**config.mk**
```make
export PLATFORM = sky130hd
export DESIGN_NAME = nmea_sentence_framer_checker_unit
export DESIGN_NICKNAME = d
export VERILOG_FILES = /design/src/nsfc_pkg.sv /design/src/nsfc_in_stage.sv /design/src/nsfc_parser.sv /design/src/nsfc_out_stage.sv /design/src/nmea_sentence_framer_checker_unit.sv
export SDC_FILE = /design/constraint.sdc
export NUM_CORES = 1
export LEC_CHECK = 0
export BUFFER_PORTS_ARGS = -buffer_cell sky130_fd_sc_hd__buf_2
export CAP_MARGIN = 20
export CORE_UTILIZATION = 57
export CTS_BUF_LIST = sky130_fd_sc_hd__clkbuf_4 sky130_fd_sc_hd__clkbuf_8
export DETAILED_ROUTE_END_ITERATION = 10
export GPL_TIMING_DRIVEN = 0
export PLACE_DENSITY = 0.79
export SLEW_MARGIN = 30
export SYNTH_ARGS = -nofsm -noshare
export SYNTH_HDL_FRONTEND = slang
export SYNTH_SLANG_ARGS = --single-unit
```
**constraint.sdc**
```tcl
create_clock -name clk -period 4.7 [get_ports clk]
set_clock_uncertainty 0.2 [all_clocks]
set_input_delay 0.47 -clock clk [delete_from_list [all_inputs] [get_ports clk]]
set_output_delay 0.47 -clock clk [all_outputs]
set_load 0.03 [all_outputs]
```
**src/nsfc_pkg.sv**
```systemverilog
// Shared types, character codes and helper functions for the NMEA sentence
// framer and checksum checker. Used by every module in src but nsfc_in_stage; depends on nothing.
`default_nettype none

package nsfc_pkg;

  // Default parameter values for the top level.
  localparam int unsigned MaxLineDefault   = 128;
  localparam int unsigned MaxFieldsDefault = 24;

  // Width of the sentence length counter; the user must keep MAX_LINE below 256, not enforced here.
  localparam int unsigned LenW = 8;

  localparam logic [7:0] ChDollar = 8'h24;
  localparam logic [7:0] ChStar   = 8'h2A;
  localparam logic [7:0] ChComma  = 8'h2C;
  localparam logic [7:0] ChCr     = 8'h0D;
  localparam logic [7:0] ChLf     = 8'h0A;

  localparam logic [23:0] TypeGga = 24'h474741;
  localparam logic [23:0] TypeRmc = 24'h524D43;
  localparam logic [23:0] TypeZda = 24'h5A4441;
  localparam logic [23:0] TypeTxt = 24'h545854;

  localparam logic [4:0] MinFieldsLong  = 5'd10;
  localparam logic [4:0] MinFieldsShort = 5'd5;

  typedef enum logic [1:0] {
    STATUS_OK        = 2'd0,
    STATUS_BAD_CHECK = 2'd1,
    STATUS_EMPTY     = 2'd2,
    STATUS_TOO_MANY  = 2'd3
  } status_t;

  typedef enum logic [2:0] {
    KIND_OTHER = 3'd0,
    KIND_GGA   = 3'd1,
    KIND_RMC   = 3'd2,
    KIND_ZDA   = 3'd3,
    KIND_TXT   = 3'd4
  } kind_t;

  typedef struct packed {
    status_t     status;
    kind_t       kind;
    logic [4:0]  field_count;
    logic        meets_minimum;
    logic [31:0] sentence_total;
    logic [31:0] checksum_error_total;
  } result_t;

  // Value of an ASCII hex digit; bit 4 set means the byte is not a hex digit.
  function automatic logic [4:0] hex_value(input logic [7:0] c);
    logic [4:0] v;
    v = 5'h10;
    if (c inside {[8'h30:8'h39]}) begin
      v = {1'b0, c[3:0]};
    end else if (c inside {[8'h41:8'h46], [8'h61:8'h66]}) begin
      v = 5'({1'b0, c[3:0]} + 5'd9);
    end
    return v;
  endfunction

endpackage

`default_nettype wire

```
**src/nsfc_in_stage.sv**
```systemverilog
// Input register of the sentence checker: holds one received byte until the
// parser can take it. Depends on nothing else.
`default_nettype none

module nsfc_in_stage (
  input  wire logic       clk,
  input  wire logic       rst_n,
  input  wire logic       in_valid,
  output logic            in_ready,
  input  wire logic [7:0] in_byte,
  input  wire logic       take,
  output logic            held_valid,
  output logic [7:0]      held_byte
);

  logic       valid_r;
  logic       valid_nxt;
  logic [7:0] byte_r;

  assign in_ready   = !valid_r || take;
  assign held_valid = valid_r;
  assign held_byte  = byte_r;

  always_comb begin
    valid_nxt = valid_r;
    if (in_valid && in_ready) begin
      valid_nxt = 1'b1;
    end else if (take) begin
      valid_nxt = 1'b0;
    end
  end

  always_ff @(posedge clk) begin
    if (!rst_n) begin
      valid_r <= 1'b0;
    end else begin
      valid_r <= valid_nxt;
    end
  end

  always_ff @(posedge clk) begin
    if (in_valid && in_ready) begin
      byte_r <= in_byte;
    end
  end

endmodule

`default_nettype wire

```
**src/nsfc_parser.sv**
```systemverilog
// Sentence parser: framing, running XOR, trailer capture, field counting and
// the end-of-line evaluation with the two totals. Depends on nsfc_pkg.
`default_nettype none

module nsfc_parser #(
  parameter int unsigned MAX_LINE   = nsfc_pkg::MaxLineDefault,
  parameter int unsigned MAX_FIELDS = nsfc_pkg::MaxFieldsDefault
) (
  input  wire logic              clk,
  input  wire logic              rst_n,
  input  wire logic              cfg_wr_en,
  input  wire logic              cfg_wr_data,
  input  wire logic              step,
  input  wire logic [7:0]        byte_in,
  output logic                   res_valid,
  output nsfc_pkg::result_t      res
);

  localparam logic [nsfc_pkg::LenW-1:0] LenLimit = nsfc_pkg::LenW'(MAX_LINE - 1);
  localparam logic [4:0]                FieldLimit = 5'(MAX_FIELDS);

  logic                       enable_r;
  logic [nsfc_pkg::LenW-1:0]  len_r, len_nxt;
  logic [7:0]                 xor_r, xor_nxt;
  logic                       star_r, star_nxt;
  logic [1:0]                 after_r, after_nxt;
  logic                       end_r, end_nxt;
  logic [15:0]                digits_r, digits_nxt;
  logic [4:0]                 comma_r, comma_nxt;
  logic                       first_done_r, first_done_nxt;
  logic [23:0]                tail_r, tail_nxt;
  logic [1:0]                 tlen_r, tlen_nxt;
  logic [31:0]                acc_r, acc_nxt;
  logic [31:0]                fail_r, fail_nxt;
  logic                       emit;

  // Fields of the sentence as it stands after this byte.
  logic                       body_star;
  logic [1:0]                 body_after;
  logic [15:0]                body_digits;
  logic [7:0]                 body_xor;
  logic [4:0]                 body_comma;
  logic                       body_first_done;
  logic [23:0]                body_tail;
  logic [1:0]                 body_tlen;

  logic                       is_end;
  logic [4:0]                 hi, lo;
  logic                       trailer_ok;
  nsfc_pkg::kind_t            kind;
  logic [4:0]                 count;

  assign is_end = (byte_in == nsfc_pkg::ChCr) || (byte_in == nsfc_pkg::ChLf);

  // Per-byte update of the sentence fields, ignoring framing.
  always_comb begin
    body_star       = star_r;
    body_after      = after_r;
    body_digits     = digits_r;
    body_xor        = xor_r;
    body_comma      = comma_r;
    body_first_done = first_done_r;
    body_tail       = tail_r;
    body_tlen       = tlen_r;
    if (!star_r) begin
      if (byte_in == nsfc_pkg::ChStar) begin
        body_star = 1'b1;
      end else begin
        body_xor = xor_r ^ byte_in;
        if (byte_in == nsfc_pkg::ChComma) begin
          if (comma_r != 5'd31) begin
            body_comma = comma_r + 5'd1;
          end
          body_first_done = 1'b1;
        end else if (!first_done_r) begin
          body_tail = {tail_r[15:0], byte_in};
          if (tlen_r != 2'd3) begin
            body_tlen = tlen_r + 2'd1;
          end
        end
      end
    end else if (!end_r && !is_end && after_r != 2'd2) begin
      body_digits = {digits_r[7:0], byte_in};
      body_after  = after_r + 2'd1;
    end
  end

  // End-of-line evaluation on the updated fields.
  always_comb begin
    hi = nsfc_pkg::hex_value(body_digits[15:8]);
    lo = nsfc_pkg::hex_value(body_digits[7:0]);
    trailer_ok = body_star && (body_after == 2'd2) && !hi[4] && !lo[4] &&
                 ({hi[3:0], lo[3:0]} == body_xor);
    kind = nsfc_pkg::KIND_OTHER;
    if (body_tlen == 2'd3) begin
      case (body_tail)
        nsfc_pkg::TypeGga: kind = nsfc_pkg::KIND_GGA;
        nsfc_pkg::TypeRmc: kind = nsfc_pkg::KIND_RMC;
        nsfc_pkg::TypeZda: kind = nsfc_pkg::KIND_ZDA;
        nsfc_pkg::TypeTxt: kind = nsfc_pkg::KIND_TXT;
        default:           kind = nsfc_pkg::KIND_OTHER;
      endcase
    end
    count = body_comma + 5'd1;
  end

  always_comb begin
    len_nxt        = len_r;
    xor_nxt        = xor_r;
    star_nxt       = star_r;
    after_nxt      = after_r;
    end_nxt        = end_r;
    digits_nxt     = digits_r;
    comma_nxt      = comma_r;
    first_done_nxt = first_done_r;
    tail_nxt       = tail_r;
    tlen_nxt       = tlen_r;
    acc_nxt        = acc_r;
    fail_nxt       = fail_r;
    emit           = 1'b0;

    res.status               = nsfc_pkg::STATUS_OK;
    res.kind                 = nsfc_pkg::KIND_OTHER;
    res.field_count          = 5'd0;
    res.meets_minimum        = 1'b0;

    if (step && enable_r) begin
      if (byte_in == nsfc_pkg::ChDollar) begin
        len_nxt        = '0;
        xor_nxt        = '0;
        star_nxt       = 1'b0;
        after_nxt      = '0;
        end_nxt        = 1'b0;
        digits_nxt     = '0;
        comma_nxt      = '0;
        first_done_nxt = 1'b0;
        tail_nxt       = '0;
        tlen_nxt       = '0;
        len_nxt        = nsfc_pkg::LenW'(1);
      end else if (len_r == '0) begin
        len_nxt = len_r;
      end else if (len_r >= LenLimit || byte_in == nsfc_pkg::ChLf) begin
        // An overlong line and a finished line both leave the parser idle.
        len_nxt        = '0;
        xor_nxt        = '0;
        star_nxt       = 1'b0;
        after_nxt      = '0;
        end_nxt        = 1'b0;
        digits_nxt     = '0;
        comma_nxt      = '0;
        first_done_nxt = 1'b0;
        tail_nxt       = '0;
        tlen_nxt       = '0;
        if (len_r < LenLimit) begin
          emit = 1'b1;
          if (!trailer_ok) begin
            res.status = nsfc_pkg::STATUS_BAD_CHECK;
            fail_nxt   = fail_r + 32'd1;
          end else if (body_tlen == 2'd0 && !body_first_done) begin
            res.status = nsfc_pkg::STATUS_EMPTY;
          end else if (body_comma >= FieldLimit) begin
            res.status = nsfc_pkg::STATUS_TOO_MANY;
          end else begin
            acc_nxt         = acc_r + 32'd1;
            res.kind        = kind;
            res.field_count = count;
            if (kind == nsfc_pkg::KIND_GGA || kind == nsfc_pkg::KIND_RMC) begin
              res.meets_minimum = count >= nsfc_pkg::MinFieldsLong;
            end else if (kind == nsfc_pkg::KIND_ZDA || kind == nsfc_pkg::KIND_TXT) begin
              res.meets_minimum = count >= nsfc_pkg::MinFieldsShort;
            end
          end
        end
      end else begin
        len_nxt        = len_r + nsfc_pkg::LenW'(1);
        xor_nxt        = body_xor;
        star_nxt       = body_star;
        after_nxt      = body_after;
        digits_nxt     = body_digits;
        comma_nxt      = body_comma;
        first_done_nxt = body_first_done;
        tail_nxt       = body_tail;
        tlen_nxt       = body_tlen;
        end_nxt        = end_r || is_end;
      end
    end

    res.sentence_total       = acc_nxt;
    res.checksum_error_total = fail_nxt;
  end

  assign res_valid = emit;

  always_ff @(posedge clk) begin
    if (!rst_n) begin
      enable_r     <= 1'b0;
      len_r        <= '0;
      xor_r        <= '0;
      star_r       <= 1'b0;
      after_r      <= '0;
      end_r        <= 1'b0;
      digits_r     <= '0;
      comma_r      <= '0;
      first_done_r <= 1'b0;
      tail_r       <= '0;
      tlen_r       <= '0;
      acc_r        <= '0;
      fail_r       <= '0;
    end else if (cfg_wr_en) begin
      // A configuration write clears the parser and keeps the totals.
      enable_r     <= cfg_wr_data;
      len_r        <= '0;
      xor_r        <= '0;
      star_r       <= 1'b0;
      after_r      <= '0;
      end_r        <= 1'b0;
      digits_r     <= '0;
      comma_r      <= '0;
      first_done_r <= 1'b0;
      tail_r       <= '0;
      tlen_r       <= '0;
    end else begin
      len_r        <= len_nxt;
      xor_r        <= xor_nxt;
      star_r       <= star_nxt;
      after_r      <= after_nxt;
      end_r        <= end_nxt;
      digits_r     <= digits_nxt;
      comma_r      <= comma_nxt;
      first_done_r <= first_done_nxt;
      tail_r       <= tail_nxt;
      tlen_r       <= tlen_nxt;
      acc_r        <= acc_nxt;
      fail_r       <= fail_nxt;
    end
  end

endmodule

`default_nettype wire

```
**src/nsfc_out_stage.sv**
```systemverilog
// Result register of the sentence checker: holds one result until the
// consumer takes it. Depends on nsfc_pkg.
`default_nettype none

module nsfc_out_stage (
  input  wire logic              clk,
  input  wire logic              rst_n,
  input  wire logic              load,
  input  wire nsfc_pkg::result_t load_res,
  output logic                   has_room,
  output logic                   out_valid,
  input  wire logic              out_ready,
  output nsfc_pkg::result_t      held_res
);

  logic              valid_r;
  logic              valid_nxt;
  nsfc_pkg::result_t res_r;

  assign has_room  = !valid_r || out_ready;
  assign out_valid = valid_r;
  assign held_res  = res_r;

  always_comb begin
    valid_nxt = valid_r;
    if (load) begin
      valid_nxt = 1'b1;
    end else if (out_ready) begin
      valid_nxt = 1'b0;
    end
  end

  always_ff @(posedge clk) begin
    if (!rst_n) begin
      valid_r <= 1'b0;
    end else begin
      valid_r <= valid_nxt;
    end
  end

  always_ff @(posedge clk) begin
    if (load) begin
      res_r <= load_res;
    end
  end

endmodule

`default_nettype wire

```
**src/nmea_sentence_framer_checker_unit.sv**
```systemverilog
// NMEA 0183 sentence framer and checksum checker. One received byte is one
// input transaction; a line feed that closes a sentence gives one result
// transaction with status, sentence kind, field count, minimum-field flag and
// the two wrapping totals. Bytes pass an input register, combinational parser
// logic and a result register; out_valid rises once the line feed has reached
// the result register. The block takes a byte every clock cycle unless the
// input stalls, which it does only while a result waits at the output.
// Writing cfg_wr_data with cfg_wr_en sets the enable and clears any partial
// sentence; the totals survive it.
// Depends on nsfc_pkg, nsfc_in_stage, nsfc_parser and nsfc_out_stage.
`default_nettype none

module nmea_sentence_framer_checker_unit #(
  parameter int unsigned MAX_LINE   = nsfc_pkg::MaxLineDefault,
  parameter int unsigned MAX_FIELDS = nsfc_pkg::MaxFieldsDefault
) (
  input  wire logic        clk,
  input  wire logic        rst_n,
  input  wire logic        cfg_wr_en,
  input  wire logic        cfg_wr_data,
  input  wire logic        in_valid,
  output logic             in_ready,
  input  wire logic [7:0]  in_byte,
  output logic             out_valid,
  input  wire logic        out_ready,
  output logic [1:0]       out_status,
  output logic [2:0]       out_kind,
  output logic [4:0]       out_field_count,
  output logic             out_meets_minimum,
  output logic [31:0]      out_sentence_total,
  output logic [31:0]      out_checksum_error_total
);

  logic              held_valid;
  logic [7:0]        held_byte;
  logic              has_room;
  logic              step;
  logic              res_valid;
  nsfc_pkg::result_t res;
  nsfc_pkg::result_t out_res;

  assign step = held_valid && has_room;

  nsfc_in_stage u_in (
    .clk        (clk),
    .rst_n      (rst_n),
    .in_valid   (in_valid),
    .in_ready   (in_ready),
    .in_byte    (in_byte),
    .take       (step),
    .held_valid (held_valid),
    .held_byte  (held_byte)
  );

  nsfc_parser #(
    .MAX_LINE   (MAX_LINE),
    .MAX_FIELDS (MAX_FIELDS)
  ) u_parser (
    .clk         (clk),
    .rst_n       (rst_n),
    .cfg_wr_en   (cfg_wr_en),
    .cfg_wr_data (cfg_wr_data),
    .step        (step),
    .byte_in     (held_byte),
    .res_valid   (res_valid),
    .res         (res)
  );

  nsfc_out_stage u_out (
    .clk       (clk),
    .rst_n     (rst_n),
    .load      (res_valid),
    .load_res  (res),
    .has_room  (has_room),
    .out_valid (out_valid),
    .out_ready (out_ready),
    .held_res  (out_res)
  );

  assign out_status               = out_res.status;
  assign out_kind                 = out_res.kind;
  assign out_field_count          = out_res.field_count;
  assign out_meets_minimum        = out_res.meets_minimum;
  assign out_sentence_total       = out_res.sentence_total;
  assign out_checksum_error_total = out_res.checksum_error_total;

endmodule

`default_nettype wire

```
After elaboration in Yosys (flattened, before gate mapping)
Cells that the tools add are included.

cells by class
  $add $sub $neg = 9
  $mul = 0
  divide/modulo/power cells = 0
  order comparisons = 17
  eq/ne operators = 20
  shift-type cells = 0
  multiplexer cells = 88
  bitwise operators = 6
  reductions and logical operators = 41

operators with widths
  cell                                                                               number
  32-bit 2-to-1 mux                                                                  14
  24-bit 2-to-1 mux                                                                  7
  24-bit by 23-bit == test with 1-bit output (second input constant)                 4
  16-bit 2-to-1 mux                                                                  5
  32-bit by 1-bit adder with 32-bit output (second input constant)                   2
  8-bit 2-to-1 mux                                                                   8
  5-bit 2-to-1 mux                                                                   11
  8-bit by 7-bit >= comparator with 1-bit output (second input constant)             5
  8-bit by 7-bit less-or-equal comparator with 1-bit output (second input constant)  4
  2-bit 2-to-1 mux                                                                   15
  1-bit 2-to-1 mux                                                                   26
  8-bit by 6-bit == test with 1-bit output (second input constant)                   3
  8-bit by 4-bit == test with 1-bit output (second input constant)                   2
  8-bit by 6-bit >= comparator with 1-bit output (second input constant)             2
  8-bit by 6-bit less-or-equal comparator with 1-bit output (second input constant)  2
  1-bit logical AND                                                                  16
  3-bit case mux with 4 select lines                                                 1
  4-bit by 4-bit adder with 5-bit output (second input constant)                     2
  5-bit by 1-bit adder with 5-bit output (second input constant)                     2
  8-bit by 1-bit adder with 8-bit output (second input constant)                     1
  8-bit == test                                                                      1
  8-bit logical NOT                                                                  1
  8-bit by 7-bit < comparator with 1-bit output (second input constant)              1
  2-bit nonzero test                                                                 4
  22 further kinds                                                                   42

word-level totals
  register bits = 218
  bits in latches = 0
  bits in writable memories = 0
  bits in read-only memories = 0
  input bits = 14
  output and inout port bits = 77
  logic and storage cells = 204
  memories = 0

Longest topological paths before layout
  depth after elaboration = 22
  gate-level depth with buffers = 22
  depth with buffers taken out = 17

Cells and area by module
A second synthesis with hierarchy kept.

second synthesis, totals
  cells, all modules = 1,260
  area, all modules = 11,671.2 sq um

modules (own cells, without submodules)
  module                             instances  cells an instance  area each (sq um)  sequential area each (sq um)
  nsfc_parser                        1          1,167              9,066.2            2,662.6
  nsfc_out_stage                     1          79                 2,301.0            2,272.2
  nsfc_in_stage                      1          13                 297.8              260.2
  nmea_sentence_framer_checker_unit  1          1                  6.3                0.0

Least setup slack after synthesis
No wires, ideal clock.

  path type = register -> register
  from = reg u_in.byte_r[7], in the netlist u_in.held_byte[7]
  to = reg u_out.res_r (netlist bit u_out.held_res[63]) (data pin)
  setup time = 266 ps
  data arrival time = 4,521 ps
  required time = 4,234 ps
  path slack = -287 ps
  cell stages (with the launch flop) = 15
  path buffers = 4
  period minus slack after synthesis = 4,987 ps
  path through = edfxtp_1 clkbuf_1 or4b_1 nor4_1 nand3b_1 nor2_1 nand2_1 inv_1 nand2_1 or4_1 buf_2 buf_6 buf_2 nor3_1 xor2_1

RTL lines
  element                   RTL line              RTL
  start: declaration        nsfc_in_stage.sv:18   logic [7:0] byte_r;
  start signal: assignment  nsfc_in_stage.sv:43   byte_r <= in_byte;
  end signal: assignment    nsfc_out_stage.sv:43  res_r <= load_res;
  end: declaration          nsfc_out_stage.sv:18  nsfc_pkg::result_t res_r;

==> insert_results.sql <==
INSERT INTO impl_metrics (metric_group, metric, value, unit) VALUES
('floorplan', 'std_cell_rows', '51', ''),
('sta', 'final.min_clock_period', '4.646', 'ns'),
('synthesis', 'syn-cell-area', '0.01164', 'sq mm'),
('sta', 'finalSetupViolations', '0', ''),
('setup_path', 'critical_path.max_fanout', '8', ''),
('route', 'totalWireLength', '31830', 'um'),
('final_layout', 'fill_cells', '1400', ''),
('power_and_ir_drop', 'power.density_cell_area', '266.1', 'mW/mm^2'),
('synthesis', 'ys_ff_latch', '218', ''),
('setup_path', 'worst-endpoint-arrival', '4.74', 'ns'),
('setup_path', 'setup.worst_path.start', 'u_parser.after_r[0]$_SDFFE_PP0P_', ''),
('global_route', 'grt_usage', '0.2856', ''),
('placed_design', 'placed_cells_incl_taps', '1632', ''),
('floorplan', 'core_region_area', '0.01972', 'sq mm'),
('synthesis', 'syn_inst', '1274', ''),
('final_layout', 'multi_input_area', '0.006566', 'sq mm'),
('final_layout', 'seq_area', '0.005196', 'sq mm'),
('synthesis', 'register_area_share_after_synthesis', '0.4462', ''),
('setup_path', 'worstSetupEndpointType', 'flip-flop', ''),
('setup_path', 'path_cells', 'inv_4 > ha_4 > or3b_4 > buf_8 > o21ai_4 > nand2_2 > inv_4 > ha_4 > nor2_4 > or2_4 > a221oi_4 > a31oi_4 > nor4_4 > o211a_1 > o211ai_1 > or4_4 > buf_8 > clkbuf_16 > mux2_2', ''),
('route', 'drc', '0', ''),
('clocking', 'cts-htree-levels', '2', ''),
('sta', 'slew_violations', '0', ''),
('placed_design', 'hpwlAfterDp', '20700', 'um'),
('route', 'drt-initial-drc-count', '1040', ''),
('setup_path', 'worstRegToRegCells', '19', ''),
('global_route', 'global_route_wire_length_before_repair', '49380', 'um'),
('route', 'drtAntennaViolNets', '0', ''),
('synthesis', 'synth.area.mux_share', '0.02547', ''),
('global_route', 'vias_in_the_first_global_route', '9938', ''),
('clocking', 'numClockSinks', '218', ''),
('sta', 'fin_crit_sh', '0.9885', ''),
('final_layout', 'final_layout_size_suffix_gt1_frac', '0.2177', ''),
('final_layout', 'final_nets', '1487', ''),
('sta', 'tightest_slew', '0.8496', 'ns'),
('sta', 'whs', '0.01167', 'ns'),
('synthesis', 'synth_top_family_by_area', 'simple AND/OR/NAND/NOR gates', ''),
('sta', 'rsz0062_at_grt', 'true', ''),
('floorplan', 'ioPinCount', '91', ''),
('clocking', 'cts-buffers-inserted', '37', ''),
('floorplan', 'die_height', '144.9', 'um'),
('final_layout', 'design_area', '0.01434', 'sq mm'),
('setup_path', 'cpMaxStageDelayCell', 'or4_4', ''),
('route', 'detail_route.vias_per_cell', '6.235', ''),
('synthesis', 'post_synth_adder_cell_area', '0.01827', ''),
('sta', 'fmax', '215.3', 'MHz'),
('setup_path', 'worst_ep_required_time', '4.79', 'ns'),
('sta', 'timing.slew.headroom', '0.4298', ''),
('synthesis', 'netlist_top_cells_area', 'dfxtp_1 (23%), edfxtp_1 (21%), nor2_1 (3.9%)', ''),
('sta', 'setup_tns', '0', 'ns'),
('run', 'timing.max_cap.violations', '0', ''),
('sta', 'setup_slack', '0.05428', 'ns'),
('route', 'route.detailed.wl_per_inst', '18.19', 'um'),
('floorplan', 'floorplan.initialDensity', '0.5905', ''),
('setup_path', 'worst_r2r_startpoint', 'u_parser.after_r[0]$_SDFFE_PP0P_', ''),
('power_and_ir_drop', 'worst_ir_drop_vdd', '237.3', 'uV'),
('status', 'outcome', 'complete, no violations', ''),
('worst_hold_path', 'timing.hold.worst.class', 'primary input to flip-flop', ''),
('floorplan', 'floorplan.die_area', '0.02100', 'sq mm'),
('clocking', 'insertion_delay_of_the_later_clocked_pin_in_the_worst_skew_pair', '0.55', 'ns'),
('synthesis', 'synthesis.yosys.warnings', '0', ''),
('placed_design', 'post_dp_cell_area', '0.01253', 'sq mm'),
('synthesis', 'postSynth.asyncResetShare', '0', ''),
('synthesis', 'synth_compound_gate_area_share', '0.1626', ''),
('floorplan', 'chipWidth', '144.9', 'um'),
('synthesis', 'synth_top_cells_by_count', 'dfxtp_1 (135), nor2_1 (122), nand2_1 (106)', ''),
('setup_path', 'start_kind', 'flip-flop', ''),
('route', 'dr_total_vias', '10910', ''),
('clocking', 'cts.reportedPaths.clkPinSlew', '0.06', 'ns'),
('setup_path', 'critical_path.max_stage_delay', '0.66', 'ns'),
('synthesis', 'postSynthNetCount', '1305', '');
[layout make-up]
type | instances | share of cell area
Antenna cell | 1 | 0.0001745
Sequential cell | 218 | 0.3623
Inverter | 35 | 0.009945
Tap cell | 265 | 0.02312
Timing Repair Buffer | 147 | 0.07023
Clock inverter | 15 | 0.005321
Buffer | 69 | 0.02556
Clock buffer | 52 | 0.04554
Multi-Input combinational cell | 948 | 0.4578
[how the worst min path moves through the flow]
| stage | from | endpoint |
|---|---|---|
| finish | cfg_wr_data | u_parser.enable_r$_SDFFE_PN0P_ |
| CTS | cfg_wr_data | u_parser.enable_r$_SDFFE_PN0P_ |
| global placement | u_parser.after_r[0]$_SDFFE_PP0P_ | u_parser.after_r[0]$_SDFFE_PP0P_ |
| global route | cfg_wr_data | u_parser.enable_r$_SDFFE_PN0P_ |
| floorplan | u_parser.after_r[0]$_SDFFE_PP0P_ | u_parser.after_r[0]$_SDFFE_PP0P_ |
| detailed placement | u_parser.after_r[0]$_SDFFE_PP0P_ | u_parser.after_r[0]$_SDFFE_PP0P_ |
[kinds of logic after synthesis]
family          Yosys count
simple gates            541
compound gates          277
flops                   218
buf+inv                 109
xor+xnor                 83
mux                      29
fa+ha+maj                17
[layout by cell type (no fill, tap or decap), types with 15 or more instances in the layout]
cell type	synthesis	routed
inv_1	34	28
a22oi_1	48	48
xor2_1	38	37
nand4_1	37	37
dfxtp_1	135	134
nand3_1	48	46
clkbuf_8	0	43
nand2_1	106	102
nor2_1	122	117
o21ai_0	47	41
buf_2	9	96
or3_1	33	33
and3_1	24	24
buf_4	1	43
nand2b_1	24	24
xnor2_1	45	45
edfxtp_1	83	83
clkbuf_1	60	48
a21oi_1	70	69
nand3b_1	15	15
nor3_1	37	26
mux2i_1	24	24
[metrics by stage]
stage               total power [mW]  utilization
detailed placement             2.132       0.6356
floorplan                      2.088            -
global placement               2.130       0.6314
global route                   3.910       0.7273
CTS                            3.820       0.7029
finish                         3.816       0.7274
[registers in the layout, indices dropped and copies added (netlist names)]
signal,cells
u_in.held_byte,8
u_in.held_valid,1
u_out.held_res,75
u_out.out_valid,1
u_parser.acc_r,32
u_parser.after_r,2
u_parser.comma_r,5
u_parser.digits_r,16
u_parser.enable_r,1
u_parser.end_r,1
u_parser.fail_r,32
u_parser.first_done_r,1
u_parser.len_r,8
u_parser.star_r,1
u_parser.tail_r,24
u_parser.tlen_r,2
u_parser.xor_r,8
[timing repair]
action / in CTS / in global routing
setup endpoints to repair: 136 / 136
gates cloned: 1 / 2
endpoints found under the hold margin: 9 / 0
gates resized for setup: 79 / 68
setup buffers: 22 / 21
pin swaps: 17 / 25
hold buffers: 9 / 0
[layer usage]
metal  GRT usage  vias up  wire length [um]
met5           0        -                 0
met3     0.04528      105              2510
met4      0.1112        0              1098
li1            -     5085                 -
met2      0.4798      542             15350
met1      0.3678     5180             12870
[power breakdown]
group / switching (mW) / total, mW / internal (mW)
Clock: 0.794 / 1.70 / 0.904
Combinational: 0.107 / 0.156 / 0.0489
Sequential: 0.00714 / 1.96 / 1.96
Total: 0.908 / 3.82 / 2.91
[worst max-delay path, delay by kind of cell (launching register included)]
| family | cells | cell delay [ns] |
|---|---|---|
| and+or+nand+nor | 6 | 1.67 |
| buffers and inverters | 5 | 0.64 |
| AOI/OAI and AO/OA | 5 | 0.95 |
| DFF | 1 | 0.35 |
| muxes | 1 | 0.29 |
| adders and majority gates | 2 | 0.30 |
(Power assumes the default switching activity.)
